## config.mk

```make
export PLATFORM = sky130hd
export DESIGN_NAME = pdu_rsp_q
export DESIGN_NICKNAME = d
export VERILOG_FILES = /design/src/rtl/core/pdu_pkg.sv /design/src/rtl/core/pdu_rsp_q.sv
export SDC_FILE = /design/constraint.sdc
export NUM_CORES = 1
export LEC_CHECK = 0
export BUFFER_PORTS_ARGS = -buffer_cell sky130_fd_sc_hd__buf_2
export CORE_ASPECT_RATIO = 1.4
export CORE_MARGIN = 3
export CORE_UTILIZATION = 45
export CTS_CLUSTER_DIAMETER = 120
export DETAILED_ROUTE_END_ITERATION = 7
export HOLD_SLACK_MARGIN = 0.12
export PLACE_DENSITY = 0.72
export SYNTH_ARGS = -nofsm -noshare
export SYNTH_HDL_FRONTEND = slang
export SYNTH_SLANG_ARGS = --single-unit
export TNS_END_PERCENT = 1
```

## constraint.sdc

```tcl
create_clock -name clk -period 3.3 [get_ports clk]
set_input_delay 0.165 -clock clk [delete_from_list [all_inputs] [get_ports clk]]
set_output_delay 0.165 -clock clk [all_outputs]
set_load 0.05 [all_outputs]
```

## src/rtl/core/pdu_pkg.sv

```systemverilog
package pdu_pkg;

  localparam int MAX_HAPS = 256;
  localparam int HAP_W    = $clog2(MAX_HAPS);
  localparam int CNT_W    = $clog2(MAX_HAPS + 1);
  localparam int SITE_W   = 16;
  localparam int CFG_W    = 9;
  localparam int OP_W     = 2;

  localparam logic [SITE_W-1:0] SITE_MAX     = {SITE_W{1'b1}};
  localparam logic [CFG_W-1:0]  NUM_HAPS_RST = CFG_W'(256);

  // command queue, front to back
  localparam int CQ_DEPTH = 4;
  localparam int CQ_PTR_W = $clog2(CQ_DEPTH);
  localparam int CQ_CNT_W = $clog2(CQ_DEPTH + 1);

  // result queue
  localparam int RQ_DEPTH = 2;
  localparam int RQ_PTR_W = $clog2(RQ_DEPTH);
  localparam int RQ_CNT_W = $clog2(RQ_DEPTH + 1);

  typedef enum logic [OP_W-1:0] {
    OP_LOAD    = 2'd0,
    OP_CLOSE   = 2'd1,
    OP_READ    = 2'd2,
    OP_RESTART = 2'd3
  } op_t;

  typedef struct packed {
    op_t              op;
    logic [HAP_W-1:0] idx;
    logic             allele;
  } cmd_t;

  typedef struct packed {
    logic [HAP_W-1:0]  hap;
    logic [SITE_W-1:0] div;
    logic [SITE_W-1:0] sites;
  } rsp_t;

  typedef struct packed {
    logic [HAP_W-1:0]  hap;
    logic [SITE_W-1:0] div;
  } ord_ent_t;

  typedef enum logic [2:0] {
    ST_IDLE,
    ST_READ,
    ST_WALK,
    ST_COPY,
    ST_FIN
  } back_state_t;

endpackage

```

## src/rtl/core/pdu_rsp_q.sv

```systemverilog
module pdu_rsp_q (
  input  logic                       clk,
  input  logic                       rst_n,
  input  logic                       rsp_push,
  input  pdu_pkg::rsp_t              rsp,
  output logic                       rsp_full,
  output logic                       out_empty,
  input  logic                       out_pop,
  output logic [pdu_pkg::HAP_W-1:0]  out_hap_at_position,
  output logic [pdu_pkg::SITE_W-1:0] out_divergence,
  output logic [pdu_pkg::SITE_W-1:0] out_sites_done
);
  import pdu_pkg::*;

  rsp_t                q_r [RQ_DEPTH];
  logic [RQ_PTR_W-1:0] wr_ptr_r, wr_ptr_nxt;
  logic [RQ_PTR_W-1:0] rd_ptr_r, rd_ptr_nxt;
  logic [RQ_CNT_W-1:0] cnt_r, cnt_nxt;
  logic                push, pop;
  rsp_t                head;

  assign rsp_full  = (cnt_r == RQ_CNT_W'(RQ_DEPTH));
  assign out_empty = (cnt_r == '0);
  assign push      = rsp_push && !rsp_full;
  assign pop       = out_pop && !out_empty;

  assign head                = q_r[rd_ptr_r];
  assign out_hap_at_position = head.hap;
  assign out_divergence      = head.div;
  assign out_sites_done      = head.sites;

  always_comb begin
    wr_ptr_nxt = push ? wr_ptr_r + RQ_PTR_W'(1) : wr_ptr_r;
    rd_ptr_nxt = pop  ? rd_ptr_r + RQ_PTR_W'(1) : rd_ptr_r;
    cnt_nxt    = cnt_r;
    if (push && !pop) begin
      cnt_nxt = cnt_r + RQ_CNT_W'(1);
    end else if (pop && !push) begin
      cnt_nxt = cnt_r - RQ_CNT_W'(1);
    end
  end

  always_ff @(posedge clk) begin
    if (!rst_n) begin
      wr_ptr_r <= '0;
      rd_ptr_r <= '0;
      cnt_r    <= '0;
    end else begin
      wr_ptr_r <= wr_ptr_nxt;
      rd_ptr_r <= rd_ptr_nxt;
      cnt_r    <= cnt_nxt;
    end
  end

  always_ff @(posedge clk) begin
    if (push) begin
      q_r[wr_ptr_r] <= rsp;
    end
  end

endmodule

```

==> impl_results.md, run 1 <==
- Outcome: finished, final reports clean
- # diodes: 0
- Power Internal: 2.089 mW
- Number of port buffers: 85
- Clk pwr share: 0.204
- Core ar.: 0.006656 mm²
- Hold path endpoint: wr_ptr_r
- Layout Utilization: 0.6378
- Drt drc: 0
- Maximum clock path buffer count: 2
- Critical path launch point type: flop
- Top cell type's share of synthesized area: 0.7733
- Tcrit/Tclk final: 0.6448
- Clock sink count: 85
- Clock root cell: clkbuf_8
- Hold Crit Depth: 3
- Worst-path clk slew: 0.08 ns
- Critical Setup Path Class: flop to primary output
- Most frequent cell after synthesis: edfxtp_1
- H-tree depth: 3
- Cells after Synth: 149
- Die Width: 76.23 µm
- Worst VDD drop: 0.0006663 V
- Cell row count: 35
- Clock Latency Late Sink: 0.34 ns
- Vias in the first global route: 1946
- Total CTS buffers: 9
- Setup TNS: 0 ns
- Hold crit path type: input pin to flop
- Synth cell types: 20
- RR Endpoint: q_r[1][3]
- Req. time, crit path: 3.13 ns
- Initial antenna violation count: 0
- Mapped cell area: 0.003107 mm²
- Warnings, synthesis: 0
- Vias: 1740
- # nets final: 328
- Worst Tran Pin Value: 0.9549 ns
- Slew headroom: 0.3634
- Async S/R FF share, synth: 0
- Max cap viols: 0
- WHS: 0.2083 ns
- Largest net degree at the start of global routing: 42
- Worst Setup End Kind: primary output
- Synth-to-layout area growth: 36.65%
- Syn nets: 194
- RePlAce Congestion: 0.6595
- Worst r2r src: cnt_r[0]
- Post-synthesis sequential area ratio: 0.8055
- Detailed router's first-iteration violation count: 88
- Top_reg_cell synth: edfxtp_1
- Final ANT Viol Nets: 0
- Number of I/O pins: 86
- Starting Density: 0.4667
- NetSw: 1.311 mW
- WL per Instance: 14.42 µm
- Fillers: 527
- Sequential group share of total power: 0.432
- Hold Crit Start: rsp_push
- Placed Cells: 323
- Post-DP HPWL: 3408 µm
- Mean Syn Cell Area: 20.85 µm²
- Number of flops mapped to enable cells by yosys: 80
- Area of the die: 0.007951 mm²
- First-pass GRT wire length: 8990 µm
- Total power: 3.400 mW
- Peak Freq: 0.4700 GHz
- Final setup vio count: 0
- Power Dens Cells: 800.8 mW/mm²
- Fin Clk Skew: 0.008978 ns
- Critical path arrival: 1.96 ns
- GRT overflow: 0
- P_leak: 1.600 nW
- Final Hold Fails: 0
- Share of layout cells above drive strength 1: 0.5035
- Total GRT Usage: 0.1472
- Largest area contributor in the netlist: edfxtp_1
- Die Height: 104.3 µm
- Combinational Power Share: 0.365
- Largest cells by area after synthesis: edfxtp_1 77%, mux2_2 14%, dfxtp_1 3.2%, buf_2 0.64%, and2_1 0.60%
- Critical path peak fanout: 40
- Seq cells post-synth: 85
- Sw Share: 0.3857
- Post-CTS resize count: 0
- Post-route insts no fill: 380
- CTS tree: built
- Synth cell count leaders: 80 x edfxtp_1, 40 x mux2_2, 5 x dfxtp_1
- DR vias/cell: 4.579
- Cells on worst reg2reg path: 2
- RSZ-0062 raised after global routing: no
- Drt first pass iters: 4
- Max Slew Vio Count: 0
- Post-Route WL: 5481 µm
- Min Tclk post-route: 2.128 ns
- Worst reg-to-reg setup slack: 1.44 ns
-- timing repair --
item / 4_1_cts / 5_1_grt
endpoints found under the hold margin: 85 / 0
setup buffers: 0 / 0
hold buffers: 41 / 0
endpoints found under the setup margin: 0 / 0
-- sequential cells by signal (all words and copies together), names as in the netlist, named ones only --
name      cells
rd_ptr_r      1
q_r          80
cnt_r         2
wr_ptr_r      1
-- layout by cell type, fill, tap and decap left out, drive strengths merged, types with 3 or more instances in the layout --
master       count
mux2            40
clkinv           3
dlygate4sd3     41
dfxtp            5
buf             86
and2             3
edfxtp          80
clkbuf          10
-- per-stage QoR --
step / setup WS [ns] / instance area (µm²)
after global placement: 1.489 / 3643
after global routing: 1.051 / 4245
after detailed placement: 1.416 / 3643
after CTS: 1.111 / 4245
final: 1.172 / 4245
after floorplan: 0.5698 / 3107
-- worst max path at each step --
stage / depth (start not counted) / slack, ns / end
global placement: 2 / 1.49 / q_r[1][17]
global route: 2 / 1.05 / out_divergence[2]
finish: 2 / 1.17 / out_divergence[2]
detailed placement: 2 / 1.42 / q_r[1][25]
floorplan: 3 / 0.57 / q_r[0][0]
CTS: 2 / 1.11 / out_hap_at_position[3]
-- power groups by stage --
stage	clock network, mW	registers (mW)	logic, mW
after floorplan	0	1.42	1.02
after global placement	0	1.49	1.20
after detailed placement	0	1.50	1.21
after CTS	0.717	1.47	1.26
after global routing	0.756	1.49	1.30
final	0.692	1.47	1.24
-- cells by family (layout without fill, tap and decap cells) --
kind of cell / Yosys count / after routing / share of synthesized area
compound gates: 5 / 5 / 0.01047
xor+xnor: 3 / 3 / 0.008459
fa+ha+maj: 1 / 1 / 0.004027
buf+inv: 6 / 145 / 0.008858
flops: 85 / 85 / 0.8055
mux: 40 / 40 / 0.1450
simple gates: 9 / 9 / 0.01773
-- worst max-delay path, stage by stage (launching register included) --
cell	delay, ns
dfxtp_2	0.95
mux2_2	0.43
buf_2	0.21
-- final cells by class --
type | count | area, µm² | area share
sequential | 85 | 2504 | 0.5897
timing repair buffer | 127 | 843.3 | 0.1986
multi-input combinational | 58 | 584.3 | 0.1376
clock buffer | 10 | 127.6 | 0.03006
tap | 92 | 115.1 | 0.02711
clock inverter | 6 | 63.81 | 0.01503
inverter | 2 | 7.507 | 0.001768
-- metal layers --
metal	vias up	track usage	routed length, µm
met1	835	0.1553	2059
li1	847	-	-
met5	-	0	0
met3	10	0.04246	239
met4	0	0.05829	108
met2	48	0.2717	3073
No activity file was read; power rests on OpenSTA's default activity.
==> run 2: changes to the inputs <==
Settings changed: PLACE_DENSITY 0.72 to 0.75.
Clock period 3.3 ns to 1.86 ns, I/O delays scaled along.
==> impl_results.md, run 2 (synthesized netlist as in run 1, its figures left out) <==
- Die Height: 104.3 µm (unchanged)
- Tcrit/Tclk final: 0.9281
- Clock root cell: clkbuf_8 (unchanged)
- Area of the die: 0.007951 mm² (unchanged)
- Post-Route WL: 5860 µm (was 5481 µm)
- Max Slew Vio Count: 0 (unchanged)
- Largest Register: q_r (unchanged)
- Most common cell after layout, fill and taps aside: buf_2 (unchanged)
- Sw Share: 0.3949 (was 0.3857)
- Vias: 1785 (was 1740)
- Min Tclk post-route: 1.726 ns
- Commonest cells after routing, fill and taps aside: 85 x buf_2, 80 x edfxtp_1, 42 x dlygate4sd3_1 (was 85 x buf_2, 80 x edfxtp_1, 41 x dlygate4sd3_1)
- Largest net degree at the start of global routing: 42 (unchanged)
- Worst Setup End Kind: flop (was primary output)
- Hold crit path type: input pin to flop (unchanged)
- Worst Tran Pin Value: 0.3266 ns (was 0.9549 ns)
- Slew headroom: 0.7823 (was 0.3634)
- Metal2 WL: 3363 µm (was 3073 µm)
- WL per Instance: 15.22 µm (was 14.42 µm)
- P_leak: 1.626 nW (was 1.600 nW)
- Core ar.: 0.006656 mm² (unchanged)
- Post-CTS resize count: 0 (unchanged)
- Worst VDD drop: 0.0009245 V (was 0.0006663 V)
- Number of flip-flops in the largest register: 80 (unchanged)
- Clk pwr share: 0.183 (was 0.204)
- Critical path launch point type: flop (unchanged)
- Combinational Power Share: 0.404 (was 0.365)
- Worst-path clk slew: 0.07 ns (was 0.08 ns)
- Cells on worst reg2reg path: 6 (was 2)
- First-pass GRT wire length: 9577 µm (was 8990 µm)
- # diodes: 0 (unchanged)
- RR Endpoint: wr_ptr_r (was q_r[1][3])
- Number of I/O pins: 86 (unchanged)
- Post-DP HPWL: 3552 µm (was 3408 µm)
- Critical path arrival: 2.01 ns (was 1.96 ns)
- Total power: 6.035 mW (was 3.400 mW)
- Top flop regs: q_r (80), cnt_r (2) (unchanged)
- Cell row count: 35 (unchanged)
- H-tree depth: 3 (unchanged)
- Fin Clk Skew: 0.007311 ns (was 0.008978 ns)
- NetSw: 2.383 mW (was 1.311 mW)
- Worst setup margin: 0.1337 ns (was 1.172 ns)
- Number of port buffers: 85 (unchanged)
- Post-CTS Setup Bufs: 0 (unchanged)
- Maximum clock path buffer count: 2 (unchanged)
- Total CTS buffers: 9 (unchanged)
- Peak Freq: 0.5793 GHz
- DR vias/cell: 4.636 (was 4.579)
- Final Hold Fails: 0 (unchanged)
- Metal3 WL: 216 µm (was 239 µm)
- Power Internal: 3.652 mW (was 2.089 mW)
- Top layer in use: met4 (unchanged)
- Outcome: finished, final reports clean (unchanged)
- Power Dens Cells: 1398 mW/mm² (was 800.8 mW/mm²)
- Vias in the first global route: 1920 (was 1946)
- Drt first pass iters: 4 (unchanged)
- Clock Latency Late Sink: 0.35 ns (was 0.34 ns)
- Starting Density: 0.4667 (unchanged)
- Req. time, crit path: 2.15 ns (was 3.13 ns)
- Total GRT Usage: 0.1583 (was 0.1472)
- Critical path peak fanout: 21 (was 40)
- RePlAce Congestion: 0.7086 (was 0.6595)
- Detailed router's first-iteration violation count: 151 (was 88)
- DRT met1 WL: 2156 µm (was 2059 µm)
- # nets final: 333 (was 328)
- Worst setup startpoint: cnt_r[0]
- Critical Path End: wr_ptr_r (was out_divergence[2])
- RSZ-0062 raised after global routing: no (unchanged)
- Clock sink count: 85 (unchanged)
- Synth-to-layout area growth: 38.99% (was 36.65%)
- CTS tree: built (unchanged)
- Drt drc: 0 (unchanged)
- Worst r2r src: cnt_r[0] (unchanged)
- Sequential group share of total power: 0.413 (was 0.432)
- Final setup vio count: 0 (unchanged)
- GRT overflow: 0 (unchanged)
- Max cap viols: 0 (unchanged)
- Initial antenna violation count: 0 (unchanged)
- Share of layout cells above drive strength 1: 0.5119 (was 0.5035)
- Worst reg-to-reg setup slack: 0.13 ns (was 1.44 ns)
- Dpl ws: 0.3196 ns (was 1.416 ns)
- Critical Setup Path Class: flop to flop (was flop to primary output)
- Final ANT Viol Nets: 0 (unchanged)
- Die Width: 76.23 µm (unchanged)
run 2: critical path, cell delays in order, from the launching register on:
cell	delay [ns]
dfxtp_2	0.37
nand2b_4	0.16
inv_6	0.04
nor3_4	0.22
buf_12	0.22
o21a_1	0.13
dlygate4sd3_1	0.53
run 2: routing by layer:
layer / vias up / track usage
met3: 11 / 0.04679
met5: - / 0
met4: 0 / 0.07124
li1: 862 / -
met1: 869 / 0.1667
met2: 43 / 0.2874
run 2: worst min-delay path by stage:
stage / start / end / slack (ns) / depth (start not counted)
global route: out_pop / rd_ptr_r / 0.23 / 4
floorplan: rsp[0] / q_r[0][0] / 0.19 / 0
CTS: out_pop / rd_ptr_r / 0.20 / 4
detailed placement: rsp[16] / q_r[0][16] / 0.28 / 1
global placement: rsp[1] / q_r[0][1] / 0.28 / 1
finish: out_pop / rd_ptr_r / 0.23 / 4
run 2: area by class of cell:
class | instances | area, µm²
clock buffer | 10 | 127.6
fill | 505 | 2338
clock inverter | 6 | 40.04
tap | 92 | 115.1
sequential | 85 | 2505
inverter | 2 | 12.51
multi-input combinational | 58 | 591.8
timing repair buffer | 132 | 925.9
run 2: through the flow:
| stage | hold WS (ns) | area, µm² | utilization | std cells | setup TNS, ns |
|---|---|---|---|---|---|
| after detailed placement | 0.2842 | 3705 | 0.5566 | 326 | 0 |
| after floorplan | 0.1919 | 3127 | - | 149 | -9.727 |
| after global placement | 0.2811 | 3705 | 0.5566 | 326 | 0 |
| final | 0.2258 | 4318 | 0.6487 | 385 | 0 |
| after CTS | 0.1967 | 4293 | 0.6449 | 384 | 0 |
| after global routing | 0.2317 | 4318 | 0.6487 | 385 | 0 |
run 2: power groups by stage:
stage	clock, mW	sequential, mW	combinational (mW)
floorplan	0	2.52	1.84
detailed placement	0	2.54	2.35
global route	1.22	2.52	2.56
CTS	1.14	2.50	2.43
finish	1.10	2.49	2.44
global placement	0	2.52	2.33
run 2: repair_timing:
item | CTS | global route
endpoints found under the setup margin | 0 | 1
endpoints found under the hold margin | 85 | 0
hold buffers | 42 | 0
