--- config.mk ---
export PLATFORM = sky130hd
export DESIGN_NAME = pdu_front
export DESIGN_NICKNAME = d
export VERILOG_FILES = /design/src/rtl/core/pdu_pkg.sv /design/src/rtl/core/pdu_front.sv
export SDC_FILE = /design/constraint.sdc
export NUM_CORES = 1
export LEC_CHECK = 0
export BUFFER_PORTS_ARGS = -buffer_cell sky130_fd_sc_hd__buf_2
export CORE_MARGIN = 3
export CORE_UTILIZATION = 50
export CTS_BUF_LIST = sky130_fd_sc_hd__clkbuf_4
export CTS_CLUSTER_SIZE = 24
export DETAILED_ROUTE_END_ITERATION = 16
export PLACE_DENSITY = 0.83
export RECOVER_POWER = 25
export SLEW_MARGIN = 20
export SYNTH_ARGS = -nofsm -noshare
export SYNTH_HDL_FRONTEND = slang
export SYNTH_SLANG_ARGS = --single-unit
--- constraint.sdc ---
create_clock -name clk -period 2.6 [get_ports clk]
set_clock_uncertainty 0.05 [all_clocks]
set_input_delay 0.13 -clock clk [delete_from_list [all_inputs] [get_ports clk]]
set_output_delay 0.13 -clock clk [all_outputs]
set_load 0.05 [all_outputs]
--- src/rtl/core/pdu_pkg.sv ---
package pdu_pkg;

  localparam int MAX_HAPS = 256;
  localparam int HAP_W    = $clog2(MAX_HAPS);
  localparam int CNT_W    = $clog2(MAX_HAPS + 1);
  localparam int SITE_W   = 16;
  localparam int CFG_W    = 9;
  localparam int OP_W     = 2;

  localparam logic [SITE_W-1:0] SITE_MAX     = {SITE_W{1'b1}};
  localparam logic [CFG_W-1:0]  NUM_HAPS_RST = CFG_W'(256);

  // command queue, front to back
  localparam int CQ_DEPTH = 4;
  localparam int CQ_PTR_W = $clog2(CQ_DEPTH);
  localparam int CQ_CNT_W = $clog2(CQ_DEPTH + 1);

  // result queue
  localparam int RQ_DEPTH = 2;
  localparam int RQ_PTR_W = $clog2(RQ_DEPTH);
  localparam int RQ_CNT_W = $clog2(RQ_DEPTH + 1);

  typedef enum logic [OP_W-1:0] {
    OP_LOAD    = 2'd0,
    OP_CLOSE   = 2'd1,
    OP_READ    = 2'd2,
    OP_RESTART = 2'd3
  } op_t;

  typedef struct packed {
    op_t              op;
    logic [HAP_W-1:0] idx;
    logic             allele;
  } cmd_t;

  typedef struct packed {
    logic [HAP_W-1:0]  hap;
    logic [SITE_W-1:0] div;
    logic [SITE_W-1:0] sites;
  } rsp_t;

  typedef struct packed {
    logic [HAP_W-1:0]  hap;
    logic [SITE_W-1:0] div;
  } ord_ent_t;

  typedef enum logic [2:0] {
    ST_IDLE,
    ST_READ,
    ST_WALK,
    ST_COPY,
    ST_FIN
  } back_state_t;

endpackage

--- src/rtl/core/pdu_front.sv ---
module pdu_front (
  input  logic                      clk,
  input  logic                      rst_n,
  input  logic                      in_push,
  output logic                      in_full,
  input  logic [pdu_pkg::OP_W-1:0]  in_op,
  input  logic [pdu_pkg::HAP_W-1:0] in_hap_index,
  input  logic                      in_allele,
  output logic                      cmd_valid,
  output pdu_pkg::cmd_t             cmd,
  input  logic                      cmd_pop
);
  import pdu_pkg::*;

  cmd_t                q_r [CQ_DEPTH];
  logic [CQ_PTR_W-1:0] wr_ptr_r, wr_ptr_nxt;
  logic [CQ_PTR_W-1:0] rd_ptr_r, rd_ptr_nxt;
  logic [CQ_CNT_W-1:0] cnt_r, cnt_nxt;
  logic                push, pop;
  cmd_t                cmd_in;

  // classify the raw beat into a command
  always_comb begin
    cmd_in.op     = op_t'(in_op);
    cmd_in.idx    = in_hap_index;
    cmd_in.allele = in_allele;
  end

  assign in_full   = (cnt_r == CQ_CNT_W'(CQ_DEPTH));
  assign cmd_valid = (cnt_r != '0);
  assign cmd       = q_r[rd_ptr_r];
  assign push      = in_push && !in_full;
  assign pop       = cmd_pop && cmd_valid;

  always_comb begin
    wr_ptr_nxt = push ? wr_ptr_r + CQ_PTR_W'(1) : wr_ptr_r;
    rd_ptr_nxt = pop  ? rd_ptr_r + CQ_PTR_W'(1) : rd_ptr_r;
    cnt_nxt    = cnt_r;
    if (push && !pop) begin
      cnt_nxt = cnt_r + CQ_CNT_W'(1);
    end else if (pop && !push) begin
      cnt_nxt = cnt_r - CQ_CNT_W'(1);
    end
  end

  always_ff @(posedge clk) begin
    if (!rst_n) begin
      wr_ptr_r <= '0;
      rd_ptr_r <= '0;
      cnt_r    <= '0;
    end else begin
      wr_ptr_r <= wr_ptr_nxt;
      rd_ptr_r <= rd_ptr_nxt;
      cnt_r    <= cnt_nxt;
    end
  end

  always_ff @(posedge clk) begin
    if (push) begin
      q_r[wr_ptr_r] <= cmd_in;
    end
  end

endmodule

==> results.sh, run 1 <==
export IMPL_outcome="finished, final reports clean"
export IMPL_avgSynthCellArea_um2=19.7
export IMPL_grt_use_total_pct=13.8
export IMPL_num_rows=22
export IMPL_final_area_um2=2420
export IMPL_clk_pin_slew_ns=0.13
export IMPL_num_nets_final=169
export IMPL_synth_fp_nets=126
export IMPL_die_y_um=70.4
export IMPL_maxClockFrequency_mhz=452
export IMPL_p_leak_nw=0.847
export IMPL_clkPwrFrac_pct=15.0
export IMPL_synthFlopType="edfxtp_1"
export IMPL_drt_pass1_iter_count=4
export IMPL_combPwrFrac_pct=37.0
export IMPL_gp_congestion=0.648
export IMPL_ctsRootBufferMaster="clkbuf_4"
export IMPL_drv_cap=0
export IMPL_vias_per_cell=5.15
export IMPL_dp_hpwl_um=2190
export IMPL_cts_buffers=5
export IMPL_postRouteAntennaNets=0
export IMPL_synthCells=105
export IMPL_drc=0
export IMPL_initial_core_util_pct=54.2
export IMPL_ys_types=22
export IMPL_cp_required_ns=2.84
export IMPL_timing_critical_path_from="cnt_r[0]"
export IMPL_fin_util_pct=63.2
export IMPL_cts_htree_levels=2
export IMPL_die_width_um=70.4
export IMPL_grt_pass1_vias=1070
export IMPL_via_count=1015
export IMPL_core_area_um2=3830
export IMPL_cp_start_kind="register"
export IMPL_cts_resized=0
export IMPL_cp_arrival_ns=2.45
export IMPL_p_sw_share_pct=37.0
export IMPL_cp_max_fo=6
export IMPL_final_common_cell="edfxtp_1"
export IMPL_hold_violations=0
export IMPL_grt_max_degree=16
export IMPL_final_cell_mix="edfxtp_1 (44), buf_2 (20), mux4_2 (11), dlygate4sd3_1 (11), dfxtp_1 (9)"
export IMPL_antenna_found_initial=0
export IMPL_pwr_share_seq_pct=47.9
export IMPL_hold_ws_ns=0.0596
export IMPL_finalSetupTns_ns=0
export IMPL_finalSetupViolCount=0
export IMPL_fin_crit_ns=2.21
export IMPL_gr_total_overflow=0
export IMPL_powerDensity_nw_per_um2=976
export IMPL_synth_edff_count=44
export IMPL_post_drt_wl_per_cell_um=16.3
export IMPL_wirelength_um=3210
export IMPL_clock_sinks=53
export IMPL_dieArea_um2=4950
export IMPL_critical_path_cell_chain="nor3b_2 > nor2b_1 > ha_1 > inv_1 > fa_1 > xor2_1 > or3_1 > a21boi_1"
export IMPL_worst_slack_ns=0.388
export IMPL_p_switching_mw=0.873
export IMPL_end_kind="register"
export IMPL_netlist_area_um2=2070
export IMPL_ir_drop_uv=498
export IMPL_pre_cts_slack_ns=0.420
export IMPL_dpl_cell_area_um2=2260
export IMPL_slew_viol_final=0
export IMPL_max_stage_delay_ns=0.50
export IMPL_clk_latency_ns=0.35
export IMPL_io_buffers=27
export IMPL_grt_setup_unrepaired="false"
export IMPL_grt_pass1_wl_um=5090
export IMPL_nFillCells=263
export IMPL_cts_tree="done"
export IMPL_yosysWarnings=0
export IMPL_cts_max_path_buffers=2
export IMPL_seq_area_frac_synth_pct=72.5
export IMPL_area_growth_synth_to_final_pct=16.7
export IMPL_drive_gt1_share_pct=29.5
export IMPL_p_int_mw=1.49
export IMPL_path_class="register to register"
export IMPL_regToRegStartpoint="cnt_r[0]"
export IMPL_hold_class="primary input to register"
export IMPL_period_share_pct=85.1
export IMPL_worst_slew_pin_slew_ns=0.612
export IMPL_ys_seq_elements=53
export IMPL_drtIter0Drc=38
export IMPL_critPathSlowestCell="dfxtp_1"
export IMPL_n_antenna_cell=0
export IMPL_hp_start="rst_n"
export IMPL_slew_headroom_pct=59.2
export IMPL_synth_async_sr_flop_share_pct=0
export IMPL_ios=28
## state kept, by name, indices dropped and copies added, names as in the netlist, named ones only
name      flops
rd_ptr_r      2
q_r          44
cnt_r         3
wr_ptr_r      2
## critical path, delay by kind of cell, from the launching register on
| family | cells | cell delay [ns] |
|---|---|---|
| buf+inv | 1 | 0.06 |
| flops | 1 | 0.50 |
| fa+ha+maj | 2 | 0.60 |
| xor+xnor | 1 | 0.18 |
| simple gates | 3 | 0.61 |
| compound gates | 1 | 0.15 |
## synth_stat cells, types with 2 or more instances
library cell / n / share of area, %
edfxtp_1: 44 / 64
mux4_2: 11 / 12
dfxtp_1: 9 / 8.7
and2_1: 8 / 2.4
mux2i_1: 3 / 1.4
inv_1: 3 / 0.54
xnor2_1: 3 / 1.3
ha_1: 5 / 3.0
nor2b_1: 2 / 0.60
nand2_1: 4 / 0.72
clkbuf_1: 2 / 0.36
## cells by family after synthesis
group | Yosys count | share of synthesized area [%]
flops | 53 | 72.5
simple gates | 17 | 5.01
mux | 14 | 13.4
buf+inv | 7 | 1.81
fa+ha+maj | 6 | 3.99
compound gates | 4 | 1.63
xor+xnor | 4 | 1.69
## power by group through the flow
stage               clock network [mW]  registers (mW)  logic (mW)
floorplan                            0            1.11       0.733
global placement                     0            1.14       0.850
detailed placement                   0            1.16       0.873
CTS                              0.366            1.14       0.886
global route                     0.402            1.15       0.930
finish                           0.354            1.13       0.874
## metal layers
metal	GRT usage [%]	part of all wire, %
met5	0	0
met4	7.23	2.2
met3	3.60	4.7
met1	16.4	41
met2	23.1	52
## worst paths after layout
kind | slack (ns) | to | depth (start not counted)
max | 0.39 | cnt_r[2] | 8
min | 0.06 | cnt_r[1] | 2
max reg2reg | 0.39 | cnt_r[2] | 8
min reg2reg | 0.47 | wr_ptr_r[0] | 2
## final cells by class
class                           count  area, µm²  share of cell area (%)
Sequential cell                    53       1500                    62.1
Multi-Input combinational cell     45        533                    22.0
Timing Repair Buffer               40        251                    10.4
Tap cell                           48       60.1                    2.48
Clock buffer                        7       52.6                    2.17
Inverter                            3       11.3                   0.466
Clock inverter                      1       7.51                   0.311
## through the flow
step	instances	power, mW
after floorplan	105	1.84
after global placement	178	1.99
after detailed placement	178	2.03
after CTS	197	2.39
after global routing	197	2.48
final	197	2.36
## timing repair
action	4_1_cts	5_1_grt
hold endpoints to repair	44	0
setup buffers	0	0
hold buffers	11	0
Power figures use the tool's default switching activity.
==> run 2: changes to the inputs <==
--- a/config.mk
+++ b/config.mk
@@ -5,8 +5,9 @@
 export SDC_FILE = /design/constraint.sdc
 export NUM_CORES = 1
 export LEC_CHECK = 0
+export ABC_AREA = 1
 export BUFFER_PORTS_ARGS = -buffer_cell sky130_fd_sc_hd__buf_2
-export CORE_MARGIN = 3
+export CORE_MARGIN = 2
 export CORE_UTILIZATION = 50
 export CTS_BUF_LIST = sky130_fd_sc_hd__clkbuf_4
 export CTS_CLUSTER_SIZE = 24
==> run 2 against run 1 <==
Effect of this change: register-to-register slack improved by 0.35 ns; global-route usage is 2.2 points higher; maximum frequency down 1.3%; wire length rose by 12%.
==> results.sh, run 2 <==
export IMPL_final_cell_mix="edfxtp_1 (44), nor2_1 (35), buf_2 (20)"
export IMPL_core_area_um2=4060
export IMPL_area_growth_synth_to_final_pct=18.0
export IMPL_cp_start_kind="register"
export IMPL_drive_gt1_share_pct=18.8
export IMPL_clk_latency_ns=0.37
export IMPL_critPathSlowestCell="dfxtp_1"
export IMPL_cp_required_ns=2.42
export IMPL_n_antenna_cell=0
export IMPL_ctsRootBufferMaster="clkbuf_4"
export IMPL_ir_drop_uv=496
export IMPL_slew_viol_final=0
export IMPL_ios=28
export IMPL_critical_path_cell_chain="inv_2 > o21ai_0 > o22ai_1 > buf_2"
export IMPL_critPathTopFamily="flip-flops"
export IMPL_synth_async_sr_flop_share_pct=0
export IMPL_dp_hpwl_um=2220
export IMPL_final_cells=273
export IMPL_synthCells=176
export IMPL_num_rows=23
export IMPL_grt_use_total_pct=16.0
export IMPL_synth_edff_count=44
export IMPL_ys_seq_elements=53
export IMPL_largest_reg_flops=44
export IMPL_via_count=1383
export IMPL_yosysWarnings=0
export IMPL_postCtsSetupRepairBufs=0
export IMPL_p_leak_nw=0.955
export IMPL_place_inst=252
export IMPL_grt_pass1_wl_um=5940
export IMPL_slew_headroom_pct=57.3
export IMPL_grt_pass1_vias=1383
export IMPL_ys_types=20
export IMPL_drtIter0Drc=44
export IMPL_hold_ws_ns=0.0386
export IMPL_path_class="register to output pin"
export IMPL_powerDensity_nw_per_um2=968
export IMPL_cts_max_path_buffers=2
export IMPL_avgSynthCellArea_um2=12.1
export IMPL_worst_slew_pin_slew_ns=0.640
export IMPL_drv_cap=0
export IMPL_end_kind="output pin"
export IMPL_hold_violations=0
export IMPL_wirelength_um=3600
export IMPL_clock_sinks=53
export IMPL_drt_pass1_iter_count=4
export IMPL_synth_top_cell_by_area="edfxtp_1"
export IMPL_worst_slack_ns=0.358
export IMPL_postRouteAntennaNets=0
export IMPL_fin_crit_ns=2.24
export IMPL_synth_most_common_cell="edfxtp_1"
export IMPL_grt_setup_unrepaired="false"
export IMPL_antenna_found_initial=0
export IMPL_period_share_pct=86.2
export IMPL_drc=0
export IMPL_cp_max_fo=22
export IMPL_io_buffers=27
export IMPL_finalSetupViolCount=0
export IMPL_num_nets_final=243
export IMPL_grt_max_degree=23
export IMPL_cts_buffers=5
export IMPL_synthFlopType="edfxtp_1"
export IMPL_crit_buf_inv=2
export IMPL_dieArea_um2=4810
export IMPL_cts_htree_levels=2
export IMPL_vias_per_cell=5.07
export IMPL_die_width_um=69.3
export IMPL_netlist_top_cells_count="edfxtp_1 (44), nor2_1 (35), o21ai_1 (18)"
export IMPL_maxClockFrequency_mhz=446
export IMPL_hold_class="primary input to register"
export IMPL_pre_cts_slack_ns=0.746
export IMPL_outcome="finished, final reports clean"
export IMPL_gp_congestion=0.856
export IMPL_clk_pin_slew_ns=0.15
export IMPL_initial_core_util_pct=52.6
export IMPL_post_drt_wl_per_cell_um=13.2
export IMPL_synth_fp_nets=197
export IMPL_synth_top_area_share_pct=61.9
export IMPL_netlist_area_um2=2130
export IMPL_postCtsHoldBufs=13
export IMPL_cts_resized=0
export IMPL_synth_area_leaders="edfxtp_1 (62%), dfxtp_1 (8.4%), nor2_1 (6.2%)"
export IMPL_max_stage_delay_ns=0.76
export IMPL_cts_tree="done"
export IMPL_top_register="q_r"
export IMPL_final_common_cell="edfxtp_1"
export IMPL_gr_total_overflow=0
export IMPL_die_y_um=69.3
export IMPL_finalSetupTns_ns=0
export IMPL_reg_largest_list="q_r x44, cnt_r x3"
export IMPL_seq_area_frac_synth_pct=70.3
export IMPL_cp_arrival_ns=2.06
## run 2: worst paths after layout
| path | startpoint | end | slack (ns) | depth (start not counted) |
|---|---|---|---|---|
| worst min-delay path | in_push | wr_ptr_r[0] | 0.04 | 4 |
| worst max-delay path | register | cmd[5] | 0.36 | 4 |
| worst max register to register | cnt_r[1] | cnt_r[2] | 0.74 | 13 |
| worst min register to register | rd_ptr_r[0] | register | 0.46 | 2 |
## run 2: metrics by stage
stage	total power, mW	util (%)	cell area (µm²)
after floorplan	1.87	-	2130
after global placement	2.06	57.5	2330
after detailed placement	2.09	57.5	2330
after CTS	2.46	62.3	2530
after global routing	2.59	62.1	2520
final	2.44	62.1	2520
## run 2: logic make-up after synthesis
| group | Yosys count | synth area share, % |
|---|---|---|
| AOI/OAI and AO/OA | 37 | 9.32 |
| xor gates and xnor gates | 1 | 0.410 |
| adders and majority gates | 6 | 3.87 |
| buffers and inverters | 23 | 4.63 |
| DFF | 53 | 70.3 |
| and+or+nand+nor | 56 | 11.4 |
## run 2: final cells by class
class | count | area [µm²]
clock buffer | 5 | 37.5
clock inverter | 3 | 25.0
fill | 320 | 1540
inverter | 17 | 63.8
multi-input combinational | 100 | 534
sequential | 53 | 1500
tap | 50 | 62.6
timing repair buffer | 45 | 294
## run 2: report_power, final
group | leakage (nW) | switching (mW) | internal [mW]
clock network | 0.0318 | 0.252 | 0.111
logic | 0.446 | 0.691 | 0.259
registers | 0.477 | 0.0888 | 1.04
## run 2: routing by layer
metal	wire length (µm)	vias to the layer above	track usage, %
met1	1490	640	18.0
met2	1840	38	28.2
li1	-	700	-
met4	60	0	6.97
met5	0	-	0
met3	207	5	4.65
## run 2: tightest hold or removal path: cells and delay by family
family	cells	cell delay, ns
buffers and inverters	1	0.12
and+or+nand+nor	3	0.17
==> run 3: changes to the inputs <==
--- a/config.mk
+++ b/config.mk
@@ -5,15 +5,17 @@
 export SDC_FILE = /design/constraint.sdc
 export NUM_CORES = 1
 export LEC_CHECK = 0
-export ABC_AREA = 1
 export BUFFER_PORTS_ARGS = -buffer_cell sky130_fd_sc_hd__buf_2
+export CELL_PAD_IN_SITES_DETAIL_PLACEMENT = 1
+export CELL_PAD_IN_SITES_GLOBAL_PLACEMENT = 2
 export CORE_MARGIN = 2
-export CORE_UTILIZATION = 50
+export CORE_UTILIZATION = 44
 export CTS_BUF_LIST = sky130_fd_sc_hd__clkbuf_4
 export CTS_CLUSTER_SIZE = 24
 export DETAILED_ROUTE_END_ITERATION = 16
-export PLACE_DENSITY = 0.83
+export PLACE_DENSITY = 0.92
 export RECOVER_POWER = 25
+export SETUP_SLACK_MARGIN = 0.1
 export SLEW_MARGIN = 20
 export SYNTH_ARGS = -nofsm -noshare
 export SYNTH_HDL_FRONTEND = slang
==> run 3 against run 2 <==
Effect of this change: clock-buffer cell count stayed put; worst hold slack better by 0.017 ns; total power is 3.4% lower; flip-flop and latch count stayed put; final cell count fell by 27%; non-clock buffer count down 5; final area down 4.3%; wire length increased by 2.0%; via count is 23% lower; worst setup slack better by 0.0095 ns; first-iteration DRC count is 59% higher.
==> results.sh, run 3 (synthesis results as in run 1) <==
export IMPL_num_nets_final=169
export IMPL_hold_violations=0
export IMPL_largest_reg_flops=44
export IMPL_regToRegStartpoint="cnt_r[0]"
export IMPL_die_y_um=72.6
export IMPL_clk_latency_ns=0.35
export IMPL_die_width_um=72.6
export IMPL_cp_max_fo=6
export IMPL_reg_largest_list="q_r x44, cnt_r x3"
export IMPL_critical_path_cell_chain="nor3b_2 > nor2b_1 > ha_1 > inv_1 > fa_1 > xor2_1 > or3_1 > a21boi_1"
export IMPL_grt_util_met2_pct=27.8
export IMPL_initial_core_util_pct=46.6
export IMPL_timing_critical_path_from="cnt_r[0]"
export IMPL_ctsRootBufferMaster="clkbuf_4"
export IMPL_gp_congestion=0.696
export IMPL_n_antenna_cell=0
export IMPL_dieArea_um2=5270
export IMPL_postCtsSetupRepairBufs=0
export IMPL_drv_cap=0
export IMPL_slew_viol_final=0
export IMPL_ios=28
export IMPL_grt_use_met1_pct=17.6
export IMPL_ir_drop_uv=555
export IMPL_fin_crit_ns=2.23
export IMPL_postRouteAntennaNets=0
export IMPL_vias_per_cell=5.30
export IMPL_hold_depth=2
export IMPL_critPathTopFamily="simple AND/OR/NAND/NOR gates"
export IMPL_top_register="q_r"
export IMPL_clk_pin_slew_ns=0.13
export IMPL_num_rows=24
export IMPL_drtIter0Drc=70
export IMPL_drt_pass1_iter_count=4
export IMPL_rrSetupSlack_ns=0.37
export IMPL_core_area_um2=4440
export IMPL_cts_resized=0
export IMPL_hp_start="rst_n"
export IMPL_end_kind="register"
export IMPL_cts_max_path_buffers=2
export IMPL_hold_class="primary input to register"
export IMPL_maxClockFrequency_mhz=448
export IMPL_grt_setup_unrepaired="false"
export IMPL_slew_headroom_pct=57.9
export IMPL_wirelength_um=3670
export IMPL_grt_pass1_wl_um=5840
export IMPL_cts_htree_levels=2
export IMPL_period_share_pct=85.9
export IMPL_cp_start_kind="register"
export IMPL_io_buffers=27
export IMPL_via_count=1059
export IMPL_nFillCells=414
export IMPL_powerDensity_nw_per_um2=977
export IMPL_finalSetupTns_ns=0
export IMPL_outcome="finished, final reports clean"
export IMPL_min_to="cnt_r[2]"
export IMPL_grt_use_met3_pct=3.04
export IMPL_drive_gt1_share_pct=27.7
export IMPL_final_common_cell="edfxtp_1"
export IMPL_cts_buffers=5
export IMPL_reg2reg_depth=8
export IMPL_reg2reg_to="cnt_r[2]"
export IMPL_cp_required_ns=2.85
export IMPL_max_stage_delay_ns=0.51
export IMPL_post_drt_wl_per_cell_um=18.4
export IMPL_area_growth_synth_to_final_pct=16.3
export IMPL_power_mw=2.36
export IMPL_antenna_found_initial=0
export IMPL_final_cell_mix="edfxtp_1 (44), buf_2 (19), mux4_2 (11), dlygate4sd3_1 (11), dfxtp_1 (9)"
export IMPL_clock_sinks=53
export IMPL_critPathSlowestCell="dfxtp_1"
export IMPL_worst_slew_pin_slew_ns=0.632
export IMPL_grt_max_degree=16
export IMPL_gr_total_overflow=0
export IMPL_cts_tree="done"
export IMPL_worst_slack_ns=0.367
export IMPL_crit_buf_inv=1
export IMPL_cp_arrival_ns=2.48
export IMPL_drc=0
export IMPL_busiest_layer="met2"
export IMPL_finalSetupViolCount=0
export IMPL_p_leak_nw=0.836
export IMPL_dp_hpwl_um=2550
export IMPL_grt_pass1_vias=1162
export IMPL_pre_cts_slack_ns=0.394
export IMPL_path_class="register to register"
export IMPL_grt_use_total_pct=15.3
-- run 3: cell types whose count changed in the layout (fill, tap and decap cells not counted), sizes merged, moves of 4 or more --
cell	delta
and2	+8
buf	-4
inv	-15
mux4	+11
nand2	-11
nand3	-4
nor2	-36
o21ai	-22
o22ai	-11
-- run 3: worst register-to-register path, cell delays in order, from the launching register on --
cell      delay, ns
dfxtp_1        0.51
nor3b_2        0.09
nor2b_1        0.21
ha_1           0.22
inv_1          0.06
fa_1           0.37
xor2_1         0.17
or3_1          0.33
a21boi_1       0.15
-- run 3: final cells by class --
class / count / area (µm²) / share of cell area, %
flip-flops and latches: 53 / 1500 / 62.3
multi-input cells: 45 / 533 / 22.1
repair buffers: 40 / 250 / 10.4
well taps: 52 / 65.1 / 2.70
clock buffers: 5 / 37.5 / 1.56
clock inverters: 2 / 11.3 / 0.467
inverters: 3 / 11.3 / 0.467
-- run 3: power breakdown --
| part | switching [mW] | leakage, nW | internal (mW) |
|---|---|---|---|
| logic | 0.578 | 0.334 | 0.320 |
| registers | 0.0816 | 0.477 | 1.04 |
| clock network | 0.237 | 0.0247 | 0.0977 |
-- run 3: how the worst max path moves through the flow --
stage | slack, ns | cells after the start | to
after floorplan | 0.19 | 9 | cnt_r[2]
after global placement | 0.58 | 7 | cnt_r[2]
after detailed placement | 0.39 | 8 | cnt_r[2]
after CTS | 0.36 | 8 | cnt_r[2]
after global routing | 0.25 | 8 | cnt_r[2]
final | 0.37 | 8 | cnt_r[2]
-- run 3: through the flow --
step           hold slack, ns  util (%)  instances  instance area (µm²)
2_1_floorplan           0.179         -        105                 2070
3_3_place_gp            0.289      50.9        182                 2260
3_5_place_dp            0.303      50.9        182                 2260
4_1_cts                0.0513      54.4        200                 2420
5_1_grt                0.0533      54.2        200                 2410
6_report               0.0556      54.2        200                 2410
-- run 3: timing repair --
| item | 4_1_cts | 5_1_grt |
|---|---|---|
| hold buffers | 11 | 0 |
| hold endpoints to repair | 44 | 0 |
| setup endpoints to repair | 0 | 0 |
-- run 3: routing by layer --
| layer | share of wire, % | wire length (µm) |
|---|---|---|
| met1 | 40 | 1470 |
| met2 | 54 | 1990 |
| met3 | 4.0 | 148 |
| met4 | 1.9 | 68 |
| met5 | 0 | 0 |
